**src/design/shm_pkg.sv**
```systemverilog
// Shared types and constants for the smoothed histogram mode block.
`default_nettype none
package shm_pkg;

  localparam int NUM_BINS     = 256;
  localparam int MAX_SET_SIZE = 4096;
  localparam int ADDR_W       = $clog2(NUM_BINS);
  localparam int SAMPLE_W     = 9;
  localparam int BIN_W        = 14;
  localparam int SUM_W        = BIN_W + 2;
  localparam int CNT_W        = ADDR_W + 1;

  localparam logic [BIN_W-1:0]  BIN_MAX = {BIN_W{1'b1}};
  localparam logic [ADDR_W-1:0] TIE_BIN = 8'h80;

  typedef struct packed {
    logic [SAMPLE_W-1:0] sample;
    logic                last;
  } in_item_t;

  typedef struct packed {
    logic [ADDR_W-1:0] mode_value;
    logic              range_error;
  } out_item_t;

  // controller -> datapath
  typedef struct packed {
    logic count;       // request accepted: count its sample
    logic scan_start;  // reset the scan counter
    logic scan_step;   // advance the bin scan
    logic finish;      // load result, clear histogram and error
  } dp_cmd_t;

  // datapath -> controller
  typedef struct packed {
    logic scan_done;
  } dp_status_t;

endpackage
`default_nettype wire

```
**src/design/shm_ctrl.sv**
```systemverilog
// Controller: sequences counting, drain, bin scan and result hand-off.
`default_nettype none
module shm_ctrl (
  input  logic                 clk,
  input  logic                 rst_n,
  input  logic                 in_valid,
  input  logic                 in_last,
  input  logic                 out_ready,
  input  shm_pkg::dp_status_t  status,
  output logic                 in_ready,
  output logic                 out_valid,
  output shm_pkg::dp_cmd_t     cmd
);
  import shm_pkg::*;

  typedef enum logic [1:0] {
    ST_RUN,
    ST_DRAIN,
    ST_SCAN,
    ST_DONE
  } state_t;

  state_t state_r;
  logic   out_valid_r;

  assign in_ready       = (state_r == ST_RUN);
  assign cmd.count      = (state_r == ST_RUN) && in_valid;
  assign cmd.scan_start = (state_r == ST_DRAIN);
  assign cmd.scan_step  = (state_r == ST_SCAN);
  assign cmd.finish     = (state_r == ST_DONE) && (!out_valid_r || out_ready);
  assign out_valid      = out_valid_r;

  always_ff @(posedge clk) begin
    if (!rst_n) begin
      state_r     <= ST_RUN;
      out_valid_r <= 1'b0;
    end else begin
      // a new result replaces one taken in the same cycle
      if (cmd.finish) begin
        out_valid_r <= 1'b1;
      end else if (out_ready) begin
        out_valid_r <= 1'b0;
      end
      case (state_r)
        ST_RUN: begin
          if (in_valid && in_last) begin
            state_r <= ST_DRAIN;
          end
        end
        ST_DRAIN: begin
          // lets the last request's write land before the scan reads
          state_r <= ST_SCAN;
        end
        ST_SCAN: begin
          if (status.scan_done) begin
            state_r <= ST_DONE;
          end
        end
        ST_DONE: begin
          if (cmd.finish) begin
            state_r <= ST_RUN;
          end
        end
        default: begin
          state_r <= ST_RUN;
        end
      endcase
    end
  end

endmodule
`default_nettype wire

```
**config.mk**
```make
export PLATFORM = sky130hd
export DESIGN_NAME = shm_ctrl
export DESIGN_NICKNAME = d
export VERILOG_FILES = /design/src/design/shm_pkg.sv /design/src/design/shm_ctrl.sv
export SDC_FILE = /design/constraint.sdc
export NUM_CORES = 1
export LEC_CHECK = 0
export ABC_AREA = 1
export BUFFER_PORTS_ARGS = -buffer_cell sky130_fd_sc_hd__buf_2
export CAP_MARGIN = 20
export CORE_AREA = 2 2 39 41
export DETAILED_ROUTE_END_ITERATION = 10
export DIE_AREA = 0 0 41 43
export PLACE_DENSITY_LB_ADDON = 0.05
export SLEW_MARGIN = 20
export SYNTH_ARGS = -nofsm -noshare
export SYNTH_HDL_FRONTEND = slang
export SYNTH_SLANG_ARGS = --single-unit
```
**constraint.sdc**
```tcl
create_clock -name clk -period 2 [get_ports clk]
set_input_delay 0.3 -clock clk [delete_from_list [all_inputs] [get_ports clk]]
set_output_delay 0.3 -clock clk [all_outputs]
set_load 0.02 [all_outputs]
```
# Word-level counts from Yosys, hierarchy flattened

Index checks and enable logic that the tools add are counted.

Flip-flop bits (word level): 3
Output and inout port bits: 6
Bits of input ports: 6
Logic and storage cells: 22

Reductions and logical operators: 8
Muxes and demuxes: 6
Equality and inequality tests: 6

Operators with widths:

| operator                                               | count |
|---|---|
| one-hot mux 2 bit (4 select lines)                     | 1 |
| 2-to-1 mux 2 bit                                       | 3 |
| equality test 2 bit (second input constant)            | 2 |
| inequality test 2 bit (second input constant)          | 2 |
| logical AND 1 bit                                      | 3 |
| AND reduction 3 bit                                    | 1 |
| equality test 2 x 1 -> 1 bit (second input constant)   | 1 |
| zero test 2 bit                                        | 1 |
| 2-to-1 mux 1 bit                                       | 2 |
| inequality test 2 x 1 -> 1 bit (second input constant) | 1 |
| nonzero test 2 bit                                     | 1 |
| zero test 1 bit                                        | 1 |
| logical OR 1 bit                                       | 1 |

# Logic depth before layout (Yosys ltp)

Gate-level depths: netlist of the first run.

Depth in word-level cells: 5
Depth in mapped cells: 7
Depth with buffers taken out: 7

# Worst setup path before layout of the first run

Ideal clock, no wire load.

Kind: reg-to-output
Start: register state_r[0]
End: output cmd[3] in the netlist's numbering
Slack: 0.757 ns
Path buffers: 0
Arrival time: 0.943 ns
Required time: 1.700 ns
Cell stages (with the launch flop): 5
Cells stage by stage: dfxtp_1 > inv_1 > ha_1 > nand2_1 > inv_1

RTL lines:

| element                | line           | source |
|---|---|---|
| start, declared        | shm_ctrl.sv:23 | `state_t state_r;` |
| start signal, assigned | shm_ctrl.sv:35 | `state_r <= ST_RUN;` |
| start signal, assigned | shm_ctrl.sv:47 | `state_r <= ST_DRAIN;` |
| start signal, assigned | shm_ctrl.sv:52 | `state_r <= ST_SCAN;` |
| end, declared          | shm_ctrl.sv:12 | `output shm_pkg::dp_cmd_t cmd` |

==> metrics.md, run 1 <==
| Metric | Value |
|---|---|
| Maximum clock insertion buffer count | `2` |
| Met2 GRT Util | `0.0906` |
| Status | `completed` |
| Largest cells by area after synthesis | `dfxtp_1 26%, ha_1 22%, inv_1 13%, nand2_1 13%, nand3_2 8.8%` |
| RePlAce Congestion | `0.665` |
| Vias | `233` |
| Logic pwr share | `0.563` |
| Register share of total power | `0.210` |
| Worst VDD drop | `344 uV` |
| Drt total wl | `517 um` |
| Sequential fraction of the synthesis area | `0.264` |
| Largest net degree at the start of global routing | `5` |
| Power per cell area | `1430 nW/um^2` |
| Iter 0 DRT Violations | `2` |
| Synthesis-to-layout area growth | `44.5%` |
| H-tree Lvls | `1` |
| Slew Viols, Final | `0` |
| Number of global-route vias before repair | `234` |
| Initial core utilization | `0.165` |
| Worst Clk Skew | `0.00162 ns` |
| Clock latency on the worst-skew pair | `0.23 ns` |
| Reg2reg end | `state_r[1]` |
| DRC violations left | `0` |
| Drt wl/cell | `8.21 um` |
| Overflow after GRT | `0` |
| IO buf count | `11` |
| Fin Setup TNS | `0 ns` |
| Clock transition at the registers of the reported paths | `0.04 ns` |
| Worst Path Required | `1.70 ns` |
| Diode count | `0` |
| Synth area leader | `dfxtp_1` |
| Grt met3 use | `0.0314` |
| Sw frac | `0.462` |
| Post-synth ARST share | `0` |
| Period utilization | `0.736` |
| CTS resizes | `0` |
| RSZ-0062 raised after global routing | `false` |
| R2r setup slk | `0.89 ns` |
| CTS Buf Count | `3` |
| Synthesis warning total | `0` |
| Int Pwr | `0.253 mW` |
| Worst-path fanout max | `4` |
| Register Area | `60.1 um^2` |
| TritonCTS clock tree | `yes` |
| First-pass GRT wire length | `793 um` |
| Slew headroom | `0.902` |
| Yosys reg bits | `3` |
| Final setup vio count | `0` |
| Boundary Pins | `12` |
| FMAX | `680 MHz` |
| Global route hottest layer | `met2` |
| Rows | `14` |
| Die Wd | `41 um` |
| WP data arrival | `1.17 ns` |
| DRT antenna net count | `0` |
| Total setup buffers inserted after CTS | `0` |
| Multi-input combinational cell area | `138 um^2` |
| Crit path launch type | `flip-flop` |
| Final hold violation count | `0` |
| Post-synth top cells | `8 x inv_1, 8 x nand2_1, 4 x ha_1, 3 x dfxtp_1` |
| Dpl hpwl | `432 um` |
| CP Class | `reg -> out` |
| Syn avg cell area | `7.12 um^2` |
| Clk root buf | `clkbuf_4` |
| Nets | `58` |
| Primary FF master, synth | `dfxtp_1` |
| Routed vias/inst | `3.70` |
| # Max-Cap Violations | `0` |
| Worst Setup Slack, final | `0.528 ns` |
| Synth top area share | `0.264` |
| R2r startpoint | `state_r[0]` |
| Net Sw Power | `0.218 mW` |
| Setup Slack @ Placement | `0.754 ns` |
| Number of synthesized flops with an enable pin | `0` |
| Fin crit period | `1.47 ns` |
| CP endpoint | `cmd[3]` |
| Initial antenna violation count | `0` |
| Fraction of layout cells with a size suffix above 1 | `0.362` |
| Type of the worst min-delay path | `in -> reg` |
| Mapped Area | `228 um^2` |
| Core area | `1380 um^2` |
| Syn nets | `42` |
| Global Route Usage Sum | `0.0691` |
| Grt met1 use | `0.0796` |
| Worst Tran Pin Value | `0.147 ns` |
| Clock power frac | `0.227` |
| Hold-fix buffers, CTS | `0` |
| Crit path launch | `state_r[0]` |
| Reg2Reg Depth | `7` |
| FILL cells | `163` |
| Die ar. | `1760 um^2` |
| Yosys cell types | `10` |
| # clock sinks | `3` |
| Static leakage | `0.194 nW` |
| CP Capture Type | `output pin` |
| Die height | `43 um` |
| Gate Count Post-Synth | `32` |
| 1st-pass router iterations | `4` |
per-layer routing:
layer | vias to the layer above | part of all wire
li1 | 125 | -
met1 | 101 | 0.48
met2 | 7 | 0.46
met3 | 0 | 0.064
met4 | 0 | 0
met5 | - | 0
logic make-up (layout without fill, tap and decap cells):
kind of cell,count (synthesis),in the layout,share of synthesized area
fa+ha+maj,4,4,0.220
flops,3,3,0.264
simple gates,14,14,0.308
compound gates,3,3,0.0769
buf+inv,8,23,0.132
sequential cells by signal, indices dropped and copies added (netlist names):
| register | cells |
|---|---|
| state_r | 2 |
| out_valid | 1 |
cells in the final DEF (no fill, tap or decap):
cell type and n:
dfxtp_1 3, nand4_1 1, nor2_1 2, nand2_2 1, nand2_1 8, a21boi_0 1, nand3_2 2, clkbuf_1 1
inv_1 8, clkbuf_4 3, ha_1 4, a21oi_1 2, buf_2 11
power by group through the flow:
stage,Clock (mW),Combinational (mW),Sequential [mW]
floorplan,0,0.205,0.0983
global placement,0,0.274,0.0992
detailed placement,0,0.271,0.101
CTS,0.112,0.272,0.0992
global route,0.120,0.301,0.101
finish,0.107,0.265,0.0988
stage by stage:
stage                     area, um^2  cells   util  power [mW]  hold WS [ns]
final                            329     63  0.238       0.471         0.332
after global routing             329     63  0.238       0.522         0.341
after CTS                        329     63  0.238       0.483         0.327
after detailed placement         303     59  0.219       0.372         0.515
after global placement           303     59  0.219       0.373         0.505
after floorplan                  228     32      -       0.303         0.421
layout make-up:
cell class,count,share of cell area
clock buffer,4,0.0798
multi-input combinational,21,0.418
timing repair buffer,11,0.167
sequential,3,0.183
tap,16,0.0608
inverter,8,0.0913
worst min-delay path by stage:
| stage | startpoint | to | depth (start not counted) |
|---|---|---|---|
| 3_3_place_gp | out_valid | out_valid | 2 |
| 5_1_grt | rst_n | state_r[1] | 3 |
| 2_1_floorplan | rst_n | state_r[1] | 2 |
| 3_5_place_dp | out_valid | out_valid | 2 |
| 6_report | rst_n | state_r[0] | 3 |
| 4_1_cts | rst_n | state_r[0] | 3 |
worst max-delay path, cell delays in order, from the launching register on:
cell,delay (ns)
dfxtp_1,0.36
inv_1,0.09
ha_1,0.25
nand2_1,0.07
inv_1,0.03
buf_2,0.14
No activity file was read; power rests on OpenSTA's default activity.
==> run 2: changes to the inputs <==
--- a/config.mk
+++ b/config.mk
@@ -5,7 +5,7 @@
 export SDC_FILE = /design/constraint.sdc
 export NUM_CORES = 1
 export LEC_CHECK = 0
-export ABC_AREA = 1
+export ABC_AREA = 0
 export BUFFER_PORTS_ARGS = -buffer_cell sky130_fd_sc_hd__buf_2
 export CAP_MARGIN = 20
 export CORE_AREA = 2 2 39 41
==> constraint.sdc (replaced) <==
create_clock -name clk -period 1.2 [get_ports clk]
set_input_delay 0.18 -clock clk [delete_from_list [all_inputs] [get_ports clk]]
set_output_delay 0.18 -clock clk [all_outputs]
set_load 0.02 [all_outputs]
==> metrics.md, run 2 <==
| Metric | Value |
|---|---|
| Status | `complete, but fails checks` |
| Failing checks | `setup timing` |
| Critical Path Max Stage Delay | `0.35 ns` |
| First-pass GRT wire length | `876 um` |
| Power per cell area | `2280 nW/um^2` |
| Slew headroom | `0.840` |
| Die height | `43 um` |
| Number of synthesized flops with an enable pin | `0` |
| FILL cells | `154` |
| Largest register FFs | `2` |
| IO buf count | `11` |
| Top-count cell post-synth | `ha_1` |
| RePlAce Congestion | `0.683` |
| Met2 routed WL | `263 um` |
| Post-Synth XOR/XNOR Area | `0` |
| Synthesis warning total | `0` |
| Drt total wl | `543 um` |
| Max layer used | `met3` |
| Core area | `1380 um^2` |
| Number of global-route vias before repair | `215` |
| Mapped Area | `213 um^2` |
| Fraction of layout cells with a size suffix above 1 | `0.756` |
| Worst VDD drop | `597 uV` |
| Worst-path fanout max | `3` |
| CP Capture Type | `output pin` |
| FMAX | `779 MHz` |
| Clk root buf | `clkbuf_4` |
| Synth area leader | `dfxtp_1` |
| H-tree Lvls | `1` |
| Drt wl/cell | `9.53 um` |
| Vias | `210` |
| Largest net degree at the start of global routing | `5` |
| Yosys reg bits | `3` |
| Delay-heaviest family, CP | `flip-flops` |
| Syn nets | `32` |
| Die ar. | `1760 um^2` |
| Fin crit period | `1.28 ns` |
| DRC violations left | `0` |
| WP data arrival | `1.10 ns` |
| Finished Core Util | `0.316` |
| Overflow after GRT | `0` |
| Slew Viols, Final | `0` |
| Dpl hpwl | `437 um` |
| Final setup vio count | `5` |
| Post-synthesis compound-gate area fraction | `0.188` |
| Top reg by flops | `state_r` |
| Gate Count Post-Synth | `22` |
| Post-synth top cells | `4 x ha_1, 3 x dfxtp_1, 3 x inv_1, 3 x nand2_1, 2 x o21a_1` |
| Worst Clk Skew | `0.00111 ns` |
| # clock sinks | `3` |
| Initial antenna violation count | `0` |
| Maximum clock insertion buffer count | `2` |
| 1st-pass router iterations | `3` |
| Nets | `52` |
| Static leakage | `0.197 nW` |
| CP Cell Sequence | `ha_4, buf_6, nor2b_1, buf_4` |
| Die Wd | `41 um` |
| Commonest non-fill, non-tap cells in the layout | `6 x buf_2, 5 x buf_4, 4 x buf_6` |
| Post-synth ARST share | `0` |
| Final hold violation count | `0` |
| Rows | `14` |
| Total placed cells including tap cells | `52` |
| Post-synthesis adder-cell area fraction | `0.235` |
| Cell Count, Final, Fillers Out | `57` |
| Critical-path top delay cell | `dfxtp_4` |
| Diode count | `0` |
| Syn avg cell area | `9.67 um^2` |
| Worst Tran Pin Value | `0.240 ns` |
| TritonCTS clock tree | `yes` |
| DRT antenna net count | `0` |
| # Max-Cap Violations | `0` |
| Synthesis-to-layout area growth | `105%` |
| RSZ-0062 raised after global routing | `true` |
| Clock latency on the worst-skew pair | `0.23 ns` |
| Type of the worst min-delay path | `in -> reg` |
| Crit path buffers/inverters | `2` |
| Multi-input combinational cell area | `196 um^2` |
| CTS Buf Count | `3` |
| Routed vias/inst | `3.68` |
| Clock transition at the registers of the reported paths | `0.03 ns` |
| Initial core utilization | `0.154` |
| DP Area | `337 um^2` |
| Register Area | `67.6 um^2` |
| Main combinational cell family by area after synthesis | `adder cells` |
| Yosys cell types | `12` |
| Met1 wire length | `224 um` |
| Worst Setup Slack, final | `-0.0839 ns` |
| Crit path launch type | `flip-flop` |
| Sequential fraction of the synthesis area | `0.282` |
| Iter 0 DRT Violations | `3` |
| Commonest non-fill, non-tap cell in the layout | `buf_2` |
| Boundary Pins | `12` |
| Design area | `437 um^2` |
| DR WL met3 | `55 um` |
| Largest cells by area after synthesis | `dfxtp_1 28%, ha_1 24%, a221oi_2 7.1%, o21a_1 7.1%, inv_1 5.3%` |
| Synth top area share | `0.282` |
| Worst Path Required | `1.02 ns` |
| Multiplexer area fraction after synthesis | `0.0471` |
| Synth Area in Simple Gates | `0.194` |
| Period utilization | `1.07` |
| Primary FF master, synth | `dfxtp_1` |
| Global Route Usage Sum | `0.0802` |
| CP Class | `reg -> out` |
==> run 2: cell types whose count changed after synthesis, moves of 2 or more <==
cell / before / now
a21oi_1: 2 / 0
inv_1: 8 / 3
nand2_1: 8 / 3
nand3_2: 2 / 0
nor2_1: 2 / 0
o21a_1: 0 / 2
==> run 2: final timing paths <==
| path | from | to | slack [ns] | cells past startpoint |
|---|---|---|---|---|
| min reg2reg | state_r[1] | state_r[1] | 0.51 | 2 |
| min | rst_n | out_valid | 0.22 | 2 |
| max | state_r[0] | cmd[0] | -0.08 | 4 |
| max reg2reg | state_r[0] | state_r[0] | -0.03 | 4 |
==> run 2: cell type report <==
type / instances / area share
tap: 16 / 0.0458
clock buffer: 4 / 0.0602
multi-input combinational: 16 / 0.450
sequential: 3 / 0.155
inverter: 3 / 0.0315
timing repair buffer: 15 / 0.258
==> run 2: metrics by stage <==
step                      power [mW]  setup TNS [ns]  setup WS [ns]  hold WS (ns)
final                          0.996          -0.232        -0.0839         0.218
after global routing            1.08          -0.519         -0.127         0.226
after CTS                      0.971          -0.338        -0.0926         0.221
after detailed placement       0.652         -0.0861        -0.0619         0.464
after global placement         0.642          -0.126        -0.0898         0.454
after floorplan                0.510        -0.00156       -0.00156         0.297
==> run 2: kinds of logic (layout without fill, tap and decap cells) <==
logic type	count (synthesis)	count (layout)
buffers and inverters	3	22
adders and majority gates	4	4
AOI/OAI and AO/OA	4	4
muxes	1	1
and+or+nand+nor	7	7
DFF	3	3
==> run 2: worst reg2reg max path: stages, from the launching register on <==
cell	delay [ns]
dfxtp_4	0.35
ha_4	0.16
and3b_2	0.21
o31a_2	0.29
o21a_1	0.11
==> run 2: timing repair <==
| action | CTS | global route |
|---|---|---|
| pin swaps | 2 | 0 |
| hold buffers | 0 | 0 |
| gates resized for setup | 15 | 5 |
| buffers inserted | 1 | 0 |
| setup endpoints to repair | 6 | 7 |
==> run 2: metal layers <==
metal	vias up	GRT usage
li1	113	-
met1	89	0.0863
met2	8	0.106
met3	0	0.0681
met4	0	0.0400
met5	-	0
==> run 2: power by group <==
part,switching (mW),internal [mW],total [mW]
Sequential,0.0483,0.147,0.195
Combinational,0.275,0.353,0.628
Clock,0.0480,0.124,0.172
==> run 3: changes to the inputs <==
--- a/config.mk
+++ b/config.mk
@@ -6,12 +6,14 @@
 export NUM_CORES = 1
 export LEC_CHECK = 0
 export ABC_AREA = 0
+export ABC_CLOCK_PERIOD_IN_PS = 1200
 export BUFFER_PORTS_ARGS = -buffer_cell sky130_fd_sc_hd__buf_2
 export CAP_MARGIN = 20
 export CORE_AREA = 2 2 39 41
 export DETAILED_ROUTE_END_ITERATION = 10
 export DIE_AREA = 0 0 41 43
 export PLACE_DENSITY_LB_ADDON = 0.05
+export REMOVE_ABC_BUFFERS = 1
 export SLEW_MARGIN = 20
 export SYNTH_ARGS = -nofsm -noshare
 export SYNTH_HDL_FRONTEND = slang
==> metrics.md, run 3 (synthesis gave the netlist of run 2 again) <==
| Metric | Value |
|---|---|
| Int Pwr | `0.639 mW` |
| Crit path launch | `state_r[1]` |
| FILL cells | `149` |
| Fraction of layout cells with a size suffix above 1 | `0.780` |
| WP data arrival | `1.09 ns` |
| R2r setup slk | `-0.04 ns` |
| Worst Clk Skew | `0.00118 ns` |
| Register Area | `67.6 um^2` |
| Net Sw Power | `0.387 mW` |
| Slew headroom | `0.845` |
| Final setup vio count | `6` |
| # Max-Cap Violations | `0` |
| Rows | `14` |
| Finished Core Util | `0.335` |
| Slew Viols, Final | `0` |
| Multi-input combinational cell area | `214 um^2` |
| Sw frac | `0.377` |
| Period utilization | `1.06` |
| Setup Slack @ Placement | `-0.102 ns` |
| Worst VDD drop | `825 uV` |
| Initial antenna violation count | `0` |
| Reg2Reg Depth | `4` |
| Clock latency on the worst-skew pair | `0.23 ns` |
| R2r startpoint | `state_r[1]` |
| Diode count | `0` |
| Min-delay src | `rst_n` |
| RSZ-0062 raised after global routing | `true` |
| Drt wl/cell | `8.96 um` |
| CP Class | `reg -> out` |
| Synthesis-to-layout area growth | `118%` |
| Die Wd | `41 um` |
| Static leakage | `0.202 nW` |
| Worst Setup Slack, final | `-0.0726 ns` |
| Drt total wl | `511 um` |
| Commonest non-fill, non-tap cells in the layout | `6 x buf_2, 6 x buf_6, 4 x ha_4` |
| Failing checks | `setup timing` |
| Crit path launch type | `flip-flop` |
| Reg2reg end | `state_r[0]` |
| Die ar. | `1760 um^2` |
| Final hold violation count | `0` |
| Die height | `43 um` |
| FMAX | `786 MHz` |
| Largest register FFs | `2` |
| Power per cell area | `2210 nW/um^2` |
| DRT antenna net count | `0` |
| Nets | `52` |
| Largest net degree at the start of global routing | `5` |
| Logic pwr share | `0.632` |
| Worst Tran Pin Value | `0.232 ns` |
| Overflow after GRT | `0` |
| TritonCTS clock tree | `yes` |
| CTS Buf Count | `3` |
| Fin crit period | `1.27 ns` |
| Type of the worst min-delay path | `in -> reg` |
| Dpl hpwl | `430 um` |
| Iter 0 DRT Violations | `0` |
| Clock power frac | `0.167` |
| Vias | `224` |
| Boundary Pins | `12` |
| Hold-fix buffers, CTS | `0` |
| Top reg by flops | `state_r` |
| Status | `complete, but fails checks` |
| Global Route Usage Sum | `0.0792` |
| Worst Path Required | `1.02 ns` |
| RePlAce Congestion | `0.707` |
| 1st-pass router iterations | `1` |
| Clk root buf | `clkbuf_4` |
| # clock sinks | `3` |
| CP endpoint | `cmd[0]` |
| Worst-path fanout max | `4` |
| Maximum clock insertion buffer count | `2` |
| Total setup buffers inserted after CTS | `0` |
| CP Capture Type | `output pin` |
| IO buf count | `11` |
| DRC violations left | `0` |
| First-pass GRT wire length | `841 um` |
| Routed vias/inst | `3.93` |
| Register share of total power | `0.200` |
| Core area | `1380 um^2` |
| Initial core utilization | `0.154` |
| Clock transition at the registers of the reported paths | `0.03 ns` |
| Number of global-route vias before repair | `216` |
| H-tree Lvls | `1` |
-- run 3: cell counts in the layout (fill, tap and decap cells not counted) --
Identical to the previous run, type by type.
-- run 3: cell type report --
class / count / area share
Clock buffer: 4 / 0.0566
Tap cell: 16 / 0.0431
Timing Repair Buffer: 15 / 0.259
Multi-Input combinational cell: 16 / 0.461
Inverter: 3 / 0.0350
Sequential cell: 3 / 0.146
-- run 3: worst min-delay path by stage --
| stage | endpoint | slack [ns] | cells past startpoint |
|---|---|---|---|
| final | out_valid | 0.23 | 2 |
| after global routing | out_valid | 0.21 | 2 |
| after CTS | out_valid | 0.22 | 2 |
| after detailed placement | out_valid | 0.47 | 2 |
| after global placement | out_valid | 0.46 | 2 |
| after floorplan | out_valid | 0.30 | 1 |
-- run 3: power groups by stage --
stage,registers (mW),logic [mW],clock network (mW)
2_1_floorplan,0.159,0.275,0
3_3_place_gp,0.159,0.432,0
3_5_place_dp,0.161,0.433,0
4_1_cts,0.209,0.602,0.182
5_1_grt,0.211,0.702,0.201
6_report,0.206,0.649,0.172
-- run 3: layer usage --
metal,up-vias,GRT usage,share of wire
met2,9,0.106,0.54
met1,103,0.0769,0.37
met4,0,0.0600,0
met5,-,0,0
met3,0,0.0628,0.090
li1,112,-,-
-- run 3: through the flow --
stage               instance area [um^2]  hold slack (ns)  power (mW)  TNS (ns)  std cells
global route                         464            0.215        1.11    -0.537         57
CTS                                  447            0.222       0.993    -0.332         57
floorplan                            213            0.297       0.433    -0.169         22
finish                               464            0.227        1.03    -0.259         57
detailed placement                   318            0.466       0.594    -0.177         53
global placement                     318            0.459       0.591    -0.151         53
-- run 3: timing repair --
item / CTS / global route
pin swaps: 1 / 1
resized for setup: 27 / 4
setup endpoints to repair: 7 / 7
-- run 3: critical path, cell delays in order, from the launching register on --
cell     delay, ns
dfxtp_4       0.37
ha_4          0.16
buf_6         0.11
nor2b_4       0.11
buf_6         0.12
